===== config.mk =====
export PLATFORM = sky130hd
export DESIGN_NAME = imucf_ctrl
export DESIGN_NICKNAME = d
export VERILOG_FILES = /design/src/rtl/imucf_pkg.sv /design/src/rtl/imucf_ctrl.sv
export VERILOG_INCLUDE_DIRS = /design/src /design/src/rtl
export SDC_FILE = /design/constraint.sdc
export NUM_CORES = 1
export LEC_CHECK = 0
export ABC_AREA = 0
export BUFFER_PORTS_ARGS = -buffer_cell sky130_fd_sc_hd__buf_2
export CAP_MARGIN = 30
export CORE_MARGIN = 1
export CORE_UTILIZATION = 30
export CTS_CLUSTER_DIAMETER = 200
export DETAILED_ROUTE_END_ITERATION = 7
export PLACE_DENSITY_LB_ADDON = 0.25
export SYNTH_ARGS = -nofsm -noshare
export SYNTH_HDL_FRONTEND = slang
export SYNTH_SLANG_ARGS = --single-unit

===== constraint.sdc =====
create_clock -name clk -period 5.15 [get_ports clk]
set_clock_uncertainty 0.2 [all_clocks]
set_input_delay 1.03 -clock clk [delete_from_list [all_inputs] [get_ports clk]]
set_output_delay 1.03 -clock clk [all_outputs]
set_load 0.02 [all_outputs]

===== src/rtl/imu_complementary_angle_filter_unit_defines.svh =====
// Assertion macros for the angle filter
`ifndef IMU_COMPLEMENTARY_ANGLE_FILTER_UNIT_DEFINES_SVH
`define IMU_COMPLEMENTARY_ANGLE_FILTER_UNIT_DEFINES_SVH

// same-cycle implication
`define IMUCF_ASSERT_IMP(lbl, clk, rstn, ante, cons, msg) \
	lbl: assert property (@(posedge clk) disable iff (!rstn) (ante) |-> (cons)) \
		else $error(msg);

// next-cycle implication
`define IMUCF_ASSERT_NEXT(lbl, clk, rstn, ante, cons, msg) \
	lbl: assert property (@(posedge clk) disable iff (!rstn) (ante) |=> (cons)) \
		else $error(msg);

`endif


===== src/rtl/imucf_pkg.sv =====
package imucf_pkg;
	localparam int CORDIC_STEPS    = 16;
	localparam int ANGLE_FRAC_BITS = 8;
	localparam int ANGLE_W         = 24;
	localparam int RAW_W           = 16;
	localparam int PRESHIFT        = 14;
	localparam int CW              = 34;
	localparam int ZW              = 32;
	localparam int CNT_W           = 5;
	localparam int ATAN_N          = 24;
	localparam int DIV_STEPS       = 4;
	localparam int ZSH             = 24 - ANGLE_FRAC_BITS;

	localparam int PR1_W = 24;
	localparam int PR2_W = PR1_W + 3 + 16;
	localparam int P_W   = PR2_W + ANGLE_FRAC_BITS + 1;
	localparam int M_W   = P_W - 16;
	localparam int Q_W   = M_W - 14;
	localparam int INC_W = Q_W + 1;
	localparam int SUM_W = ((INC_W > ANGLE_W) ? INC_W : ANGLE_W) + 1;
	localparam int MIX_W = SUM_W + 18;

	localparam logic [15:0] INV_GAIN  = 16'd39797;
	localparam logic [7:0]  GYRO_BASE = 8'd250;
	localparam int          DIV_D     = 32767;
	localparam longint      DIV_HALF  = 64'd32767 * 64'd32768;

	localparam logic [1:0]  GYRO_RANGE_RST = 2'd0;
	localparam logic [15:0] BLEND_RST      = 16'd64225;
	localparam logic [15:0] STEP_TIME_RST  = 16'd328;

	localparam logic signed [ZW-1:0] ATAN_DEG_Q24 [ATAN_N] = '{
		32'sd754974720, 32'sd445687602, 32'sd235489088, 32'sd119537938,
		32'sd60000934,  32'sd30029717,  32'sd15018523,  32'sd7509720,
		32'sd3754917,   32'sd1877466,   32'sd938734,    32'sd469367,
		32'sd234684,    32'sd117342,    32'sd58671,     32'sd29335,
		32'sd14668,     32'sd7334,      32'sd3667,      32'sd1833,
		32'sd917,       32'sd458,       32'sd229,       32'sd115
	};

	localparam logic signed [MIX_W-1:0] SAT_HI = MIX_W'(2**(ANGLE_W-1) - 1);
	localparam logic signed [MIX_W-1:0] SAT_LO = -SAT_HI - MIX_W'(1);

	typedef enum logic [1:0] {
		REG_GYRO_RANGE = 2'd0,
		REG_BLEND      = 2'd1,
		REG_STEP_TIME  = 2'd2
	} reg_idx_t;

	typedef enum logic [1:0] {
		AXIS_PITCH = 2'd0,
		AXIS_ROLL  = 2'd1,
		AXIS_YAW   = 2'd2
	} axis_t;

	typedef enum logic [3:0] {
		OP_NOP, OP_LOAD, OP_TILT_INIT, OP_VEC, OP_GAIN, OP_TILT_END,
		OP_GMUL1, OP_GMUL2, OP_GRND, OP_GDIV, OP_GFIX,
		OP_BMUL, OP_BADD, OP_BSTORE, OP_YAW, OP_COMMIT
	} dp_op_t;

	typedef struct packed {
		dp_op_t           op;
		axis_t            axis;
		logic [CNT_W-1:0] idx;
	} dp_cmd_t;

	typedef enum logic [3:0] {
		S_IDLE, S_TILT_INIT, S_VEC1, S_GAIN, S_VEC2, S_TILT_END,
		S_GMUL1, S_GMUL2, S_GRND, S_GDIV, S_GFIX,
		S_BMUL, S_BADD, S_BSTORE, S_YAW, S_DONE
	} state_t;

	function automatic logic signed [ANGLE_W-1:0] sat_angle(input logic signed [MIX_W-1:0] v);
		logic signed [ANGLE_W-1:0] r;
		if (v > SAT_HI)
			r = ANGLE_W'(SAT_HI);
		else if (v < SAT_LO)
			r = ANGLE_W'(SAT_LO);
		else
			r = ANGLE_W'(v);
		return r;
	endfunction
endpackage


===== src/rtl/imucf_ctrl.sv =====
`include "imu_complementary_angle_filter_unit_defines.svh"

module imucf_ctrl
	import imucf_pkg::*;
(
	input  logic    clk,
	input  logic    arst_n,
	input  logic    s_tvalid,
	output logic    s_tready,
	output logic    m_tvalid,
	input  logic    m_tready,
	output dp_cmd_t cmd
);
	state_t           state_q, state_d;
	axis_t            axis_q;
	logic [CNT_W-1:0] cnt_q;
	logic             out_valid_q;
	logic             last, out_free;

	assign out_free = !out_valid_q || m_tready;
	assign last = ((state_q == S_VEC1 || state_q == S_VEC2) &&
			cnt_q == CNT_W'(CORDIC_STEPS - 1)) ||
		(state_q == S_GDIV && cnt_q == CNT_W'(DIV_STEPS - 1));

	always_comb begin
		state_d = state_q;
		unique case (state_q)
			S_IDLE:      if (s_tvalid) state_d = S_TILT_INIT;
			S_TILT_INIT: state_d = S_VEC1;
			S_VEC1:      if (last) state_d = S_GAIN;
			S_GAIN:      state_d = S_VEC2;
			S_VEC2:      if (last) state_d = S_TILT_END;
			S_TILT_END:  state_d = (axis_q == AXIS_PITCH) ? S_TILT_INIT : S_GMUL1;
			S_GMUL1:     state_d = S_GMUL2;
			S_GMUL2:     state_d = S_GRND;
			S_GRND:      state_d = S_GDIV;
			S_GDIV:      if (last) state_d = S_GFIX;
			S_GFIX:      state_d = (axis_q == AXIS_YAW) ? S_YAW : S_BMUL;
			S_BMUL:      state_d = S_BADD;
			S_BADD:      state_d = S_BSTORE;
			S_BSTORE:    state_d = S_GMUL1;
			S_YAW:       state_d = S_DONE;
			S_DONE:      if (out_free) state_d = S_IDLE;
			default:     state_d = S_IDLE;
		endcase
	end

	always_comb begin
		cmd.axis = axis_q;
		cmd.idx  = cnt_q;
		unique case (state_q)
			S_IDLE:      cmd.op = s_tvalid ? OP_LOAD : OP_NOP;
			S_TILT_INIT: cmd.op = OP_TILT_INIT;
			S_VEC1:      cmd.op = OP_VEC;
			S_GAIN:      cmd.op = OP_GAIN;
			S_VEC2:      cmd.op = OP_VEC;
			S_TILT_END:  cmd.op = OP_TILT_END;
			S_GMUL1:     cmd.op = OP_GMUL1;
			S_GMUL2:     cmd.op = OP_GMUL2;
			S_GRND:      cmd.op = OP_GRND;
			S_GDIV:      cmd.op = OP_GDIV;
			S_GFIX:      cmd.op = OP_GFIX;
			S_BMUL:      cmd.op = OP_BMUL;
			S_BADD:      cmd.op = OP_BADD;
			S_BSTORE:    cmd.op = OP_BSTORE;
			S_YAW:       cmd.op = OP_YAW;
			S_DONE:      cmd.op = out_free ? OP_COMMIT : OP_NOP;
			default:     cmd.op = OP_NOP;
		endcase
		s_tready = (state_q == S_IDLE);
		m_tvalid = out_valid_q;
	end

	always_ff @(posedge clk or negedge arst_n) begin
		if (!arst_n) begin
			state_q     <= S_IDLE;
			axis_q      <= AXIS_PITCH;
			cnt_q       <= '0;
			out_valid_q <= 1'b0;
		end else begin
			state_q <= state_d;

			unique case (state_q) inside
				S_VEC1, S_VEC2, S_GDIV: cnt_q <= last ? '0 : cnt_q + CNT_W'(1);
				default:                cnt_q <= '0;
			endcase

			case (state_q)
				S_IDLE:     axis_q <= AXIS_PITCH;
				S_TILT_END: axis_q <= (axis_q == AXIS_PITCH) ? AXIS_ROLL : AXIS_PITCH;
				S_BSTORE:   axis_q <= (axis_q == AXIS_PITCH) ? AXIS_ROLL : AXIS_YAW;
				default: ;
			endcase

			if (state_q == S_DONE && out_free)
				out_valid_q <= 1'b1;
			else if (m_tready)
				out_valid_q <= 1'b0;
		end
	end

	`IMUCF_ASSERT_IMP(a_commit_free, clk, arst_n, cmd.op == OP_COMMIT, out_free, "commit while output busy")
	`IMUCF_ASSERT_NEXT(a_load_start, clk, arst_n, cmd.op == OP_LOAD, state_q == S_TILT_INIT, "load did not start tilt")
	`IMUCF_ASSERT_IMP(a_cnt_range, clk, arst_n, state_q == S_VEC1 || state_q == S_VEC2, cnt_q < CNT_W'(CORDIC_STEPS), "cordic step out of range")
	`IMUCF_ASSERT_IMP(a_valid_src, clk, arst_n, $rose(out_valid_q), $past(state_q == S_DONE), "result without commit")
endmodule


# --- Word-level counts from Yosys, hierarchy flattened ---
# Cells that the tools add are included.
word_totals:
  ff_bits: 12
  inputBits: 4
  elab_cells: 60
classes:
  addsub: 1
  eq_ne: 23
  muxes: 18
  n_reduce_logical: 14
ops:
  columns: ["operator", "count"]
  rows:
  - ["4-bit case mux with 16 select lines", 1]
  - ["4-bit case mux with 15 select lines", 1]
  - ["4-bit == test (second input constant)", 8]
  - ["4-bit 2-to-1 mux", 6]
  - ["4-bit by 3-bit == test with 1-bit output (second input constant)", 4]
  - ["5-bit 2-to-1 mux", 2]
  - ["2-bit != test (second input constant)", 5]
  - ["4-bit by 2-bit == test with 1-bit output (second input constant)", 2]
  - ["3-bit 2-to-1 mux", 2]
  - ["2-bit case mux with 3 select lines", 1]
  - ["5-bit by 1-bit adder with 5-bit output (second input constant)", 1]
  - ["5-bit by 2-bit == test with 1-bit output (second input constant)", 1]
  - ["5-bit by 4-bit == test with 1-bit output (second input constant)", 1]
  - ["5-bit AND reduction", 1]
  - ["4-bit by 1-bit == test with 1-bit output (second input constant)", 1]
  - ["4-bit zero test", 1]
  - ["1-bit 2-to-1 mux", 4]
  - ["1-bit logical AND", 3]
  - ["1-bit logical OR", 3]
  - ["3-bit nonzero test", 1]
  - ["3-bit OR reduction", 1]
  - ["2-bit == test (second input constant)", 1]
  - ["2-bit zero test", 1]
  - ["2-bit 2-to-1 mux", 1]
  - ["other kinds (3)", 3]

# --- Logic depth before layout (Yosys ltp) ---
depth:
  ltp_word: 6
  mapped_depth: 7

# --- Least setup slack after synthesis ---
# OpenSTA, ideal clock, no wires.
synth_timing:
  path_kind: "input to output"
  startpoint: "input port m_tready"
  endpoint: "output port cmd[7] in the netlist's numbering"
  arrival_time_ns: 1.843
  slack_ns: 2.077
  stages: 3
  n_path_buf: 0
  cell_sequence: "nand3b_1 o21ai_0 a222oi_1"
synth_lines:
  columns: ["element", "line_no", "source"]
  rows:
  - ["from (decl)", "imucf_ctrl.sv:11", "input logic m_tready,"]
  - ["to (decl)", "imucf_ctrl.sv:12", "output dp_cmd_t cmd"]

==> impl_metrics.csv <==
group,metric,value,unit
route,ant_nets,0,
route,wl_met2,824,um
setup_path,end_kind,"primary output",
route,routed_wl,1790,um
yosys,ys_ff_latch,12,
placed_design,post-dp-hpwl,1180,um
yosys,ys_types,38,
power_and_ir_drop,irDropWorstVdd,293,uV
timing,setup_viol,0,
timing,fin_hold_ws,0.280,ns
floorplanning,dieArea,2940,um2
floorplanning,core,2520,um2
setup_path,cp_max_fo,4,
cts,cts_root_buf,"clkbuf_4",
floorplanning,die_height,54.2,um
cts,clk_pin_slew,0.08,ns
layout,fin_util,0.375,
timing,rsz0062_at_grt,"false",
route,route.vias.total,725,
floorplanning,die_w,54.2,um
layout,drive_gt1_frac,0.275,
floorplanning,initial_core_util,0.324,
cts,cts_tree,"yes",
setup_path,critPathLaunchType,"input pin",
yosys,synth_area_per_cell,8.60,um2
timing,slew_headroom,0.527,
global_routing,grt_pass1_vias,607,
layout,nets,116,
timing,timing.final.max_slew_violations,0,
route,drt-vias-per-instance,5.22,
yosys,synth-seq-area-share,0.368,
layout,area_growth_syn_to_layout,15.9,%
placed_design,gp_congestion,0.757,
cts,postCtsSetupBuffers,0,
job,maxCapViolations,0,
yosys,syn_area,817,um2
power_and_ir_drop,power.leakage,0.447,nW
cts,clock_sinks,12,
cts,holdBufCountCts,0,
placed_design,portBuffers,16,
route,firstDrtPassIters,4,
global_routing,antenna_found_initial,0,
global_routing,gr-total-overflow,0,
route,top_layer_used,"met3",
yosys,netlist_instances,95,
route,wl_met3,47,um
yosys,synthFlopType,"dfrtp_1",
setup_path,crit_type,"input pin to primary output",
cts,ctsResizeCount,0,
setup_path,arrival,1.86,ns
timing,fmax,0.324,GHz
layout,fill_cells,280,
yosys,synth-edff-count,0,
placed_design,dp.cells,135,
timing,min_period,3.09,ns
cts,htreeDepth,1,
cts,insertion_delay,0.27,ns
global_routing,grt_pass1_wl,2860,um
route,met1Wirelength,915,um
run_status,status,"complete, no violations",
yosys,ys_warn_count,0,
global_routing,grt_usage,0.138,
timing,finalCritPeriodShare,0.599,
hold_path,hold_path.class,"flip-flop to flip-flop",
yosys,synthArstFlopShare,1.00,
route,drc,0,
power_and_ir_drop,total_power,0.623,mW
setup_path,r2r_setup_slack,2.87,ns
floorplanning,io_pins,17,
yosys,syn_nets,101,
global_routing,grt_max_degree,25,
route,dr.first_iter.drc_count,21,
timing,worst_pin_slew,0.710,ns
route,wire_per_inst,12.9,um
setup_path,critical_path_required,3.92,ns
floorplanning,row_count,18,
power_and_ir_drop,powerDensity,658,nW/um2
cts,numCtsBuffers,3,
cts,clockBufferDepth,2,
layout,stdcell_count,139,
layout,n_antenna_cell,0,
timing,hold_viol,0,
timing,fin_tns_setup,0,ns
[logic make-up (layout without fill, tap and decap cells)]
group                    after synthesis  after routing  synth area share
AND/OR/NAND/NOR                       36             36             0.263
flip-flops                            12             12             0.368
XOR/XNOR                               3              3            0.0322
AO/OA/AOI/OAI                         28             28             0.217
adder cells (fa/ha/maj)                2              2            0.0306
multiplexers                           2              2            0.0322
buffers and inverters                 12             26            0.0567
[per-layer routing]
metal / global-route usage / up-vias
li1: - / 370
met1: 0.189 / 345
met2: 0.207 / 10
met3: 0.0339 / 0
met4: 0.0513 / 0
met5: 0 / -
[worst max-delay path: stages]
cell,delay (ns)
buf_2,0.08
nand3b_1,0.17
o21ai_0,0.10
a222oi_1,0.25
buf_2,0.22
[final timing paths]
check                                        from  cells after the start                      to
max                                      m_tready                      5                  cmd[7]
min                            cnt_q[0]$_DFF_PN0_                      1      cnt_q[0]$_DFF_PN0_
min reg2reg                    cnt_q[0]$_DFF_PN0_                      1      cnt_q[0]$_DFF_PN0_
min in group asynchronous                  arst_n                      1   axis_q[1]$_DFFE_PN0P_
max reg2reg                state_q[1]$_DFFE_PN0P_                      4  state_q[0]$_DFFE_PN0P_
max in group asynchronous                  arst_n                      1      cnt_q[2]$_DFF_PN0_
[state kept, by name, indices dropped and copies added, names as in the netlist]
name,cells
cnt_q,5
state_q,4
axis_q,2
m_tvalid,1
[where the power goes]
part           total, mW  switching [mW]  internal, mW
logic              0.327           0.184         0.143
registers          0.219          0.0945         0.125
clock network     0.0765          0.0336        0.0430
total              0.623           0.312         0.311
[placed cells by master, fill, tap and decap left out, types with 2 or more instances in the layout]
master,instances
nor4_1,2
o21ai_0,13
clkbuf_4,3
nand2_1,6
a21oi_1,6
buf_2,16
nor2_1,11
nand3_1,2
dfrtp_1,12
inv_1,5
xor2_1,2
a31oi_1,2
nor3_1,2
ha_1,2
[cells in the mapped netlist (2+ instances only)]
master / n / area, um2
a21oi_1: 6 / 30.0
a31oi_1: 2 / 12.5
clkbuf_1: 5 / 18.8
dfrtp_1: 12 / 300
ha_1: 2 / 25.0
inv_1: 5 / 18.8
nand2_1: 6 / 22.5
nand3_1: 2 / 10.0
nor2_1: 11 / 41.3
nor3_1: 2 / 10.0
nor4_1: 2 / 12.5
o21ai_0: 13 / 65.1
xor2_1: 2 / 17.5
[area by class of cell]
type / count / area, um2 / share of cell area
timing repair buffer: 16 / 80.1 / 0.0845
multi-input combinational: 71 / 470 / 0.497
sequential: 12 / 300 / 0.317
clock buffer: 4 / 36.3 / 0.0383
tap: 30 / 37.5 / 0.0396
inverter: 6 / 22.5 / 0.0238
[metrics by stage]
step                      instance area, um2  worst slack [ns]
after floorplan                          817              2.08
after global placement                   911              2.07
after detailed placement                 911              2.06
after CTS                                947              2.06
after global routing                     947              1.88
final                                    947              2.06
Power figures use the tool's default switching activity.
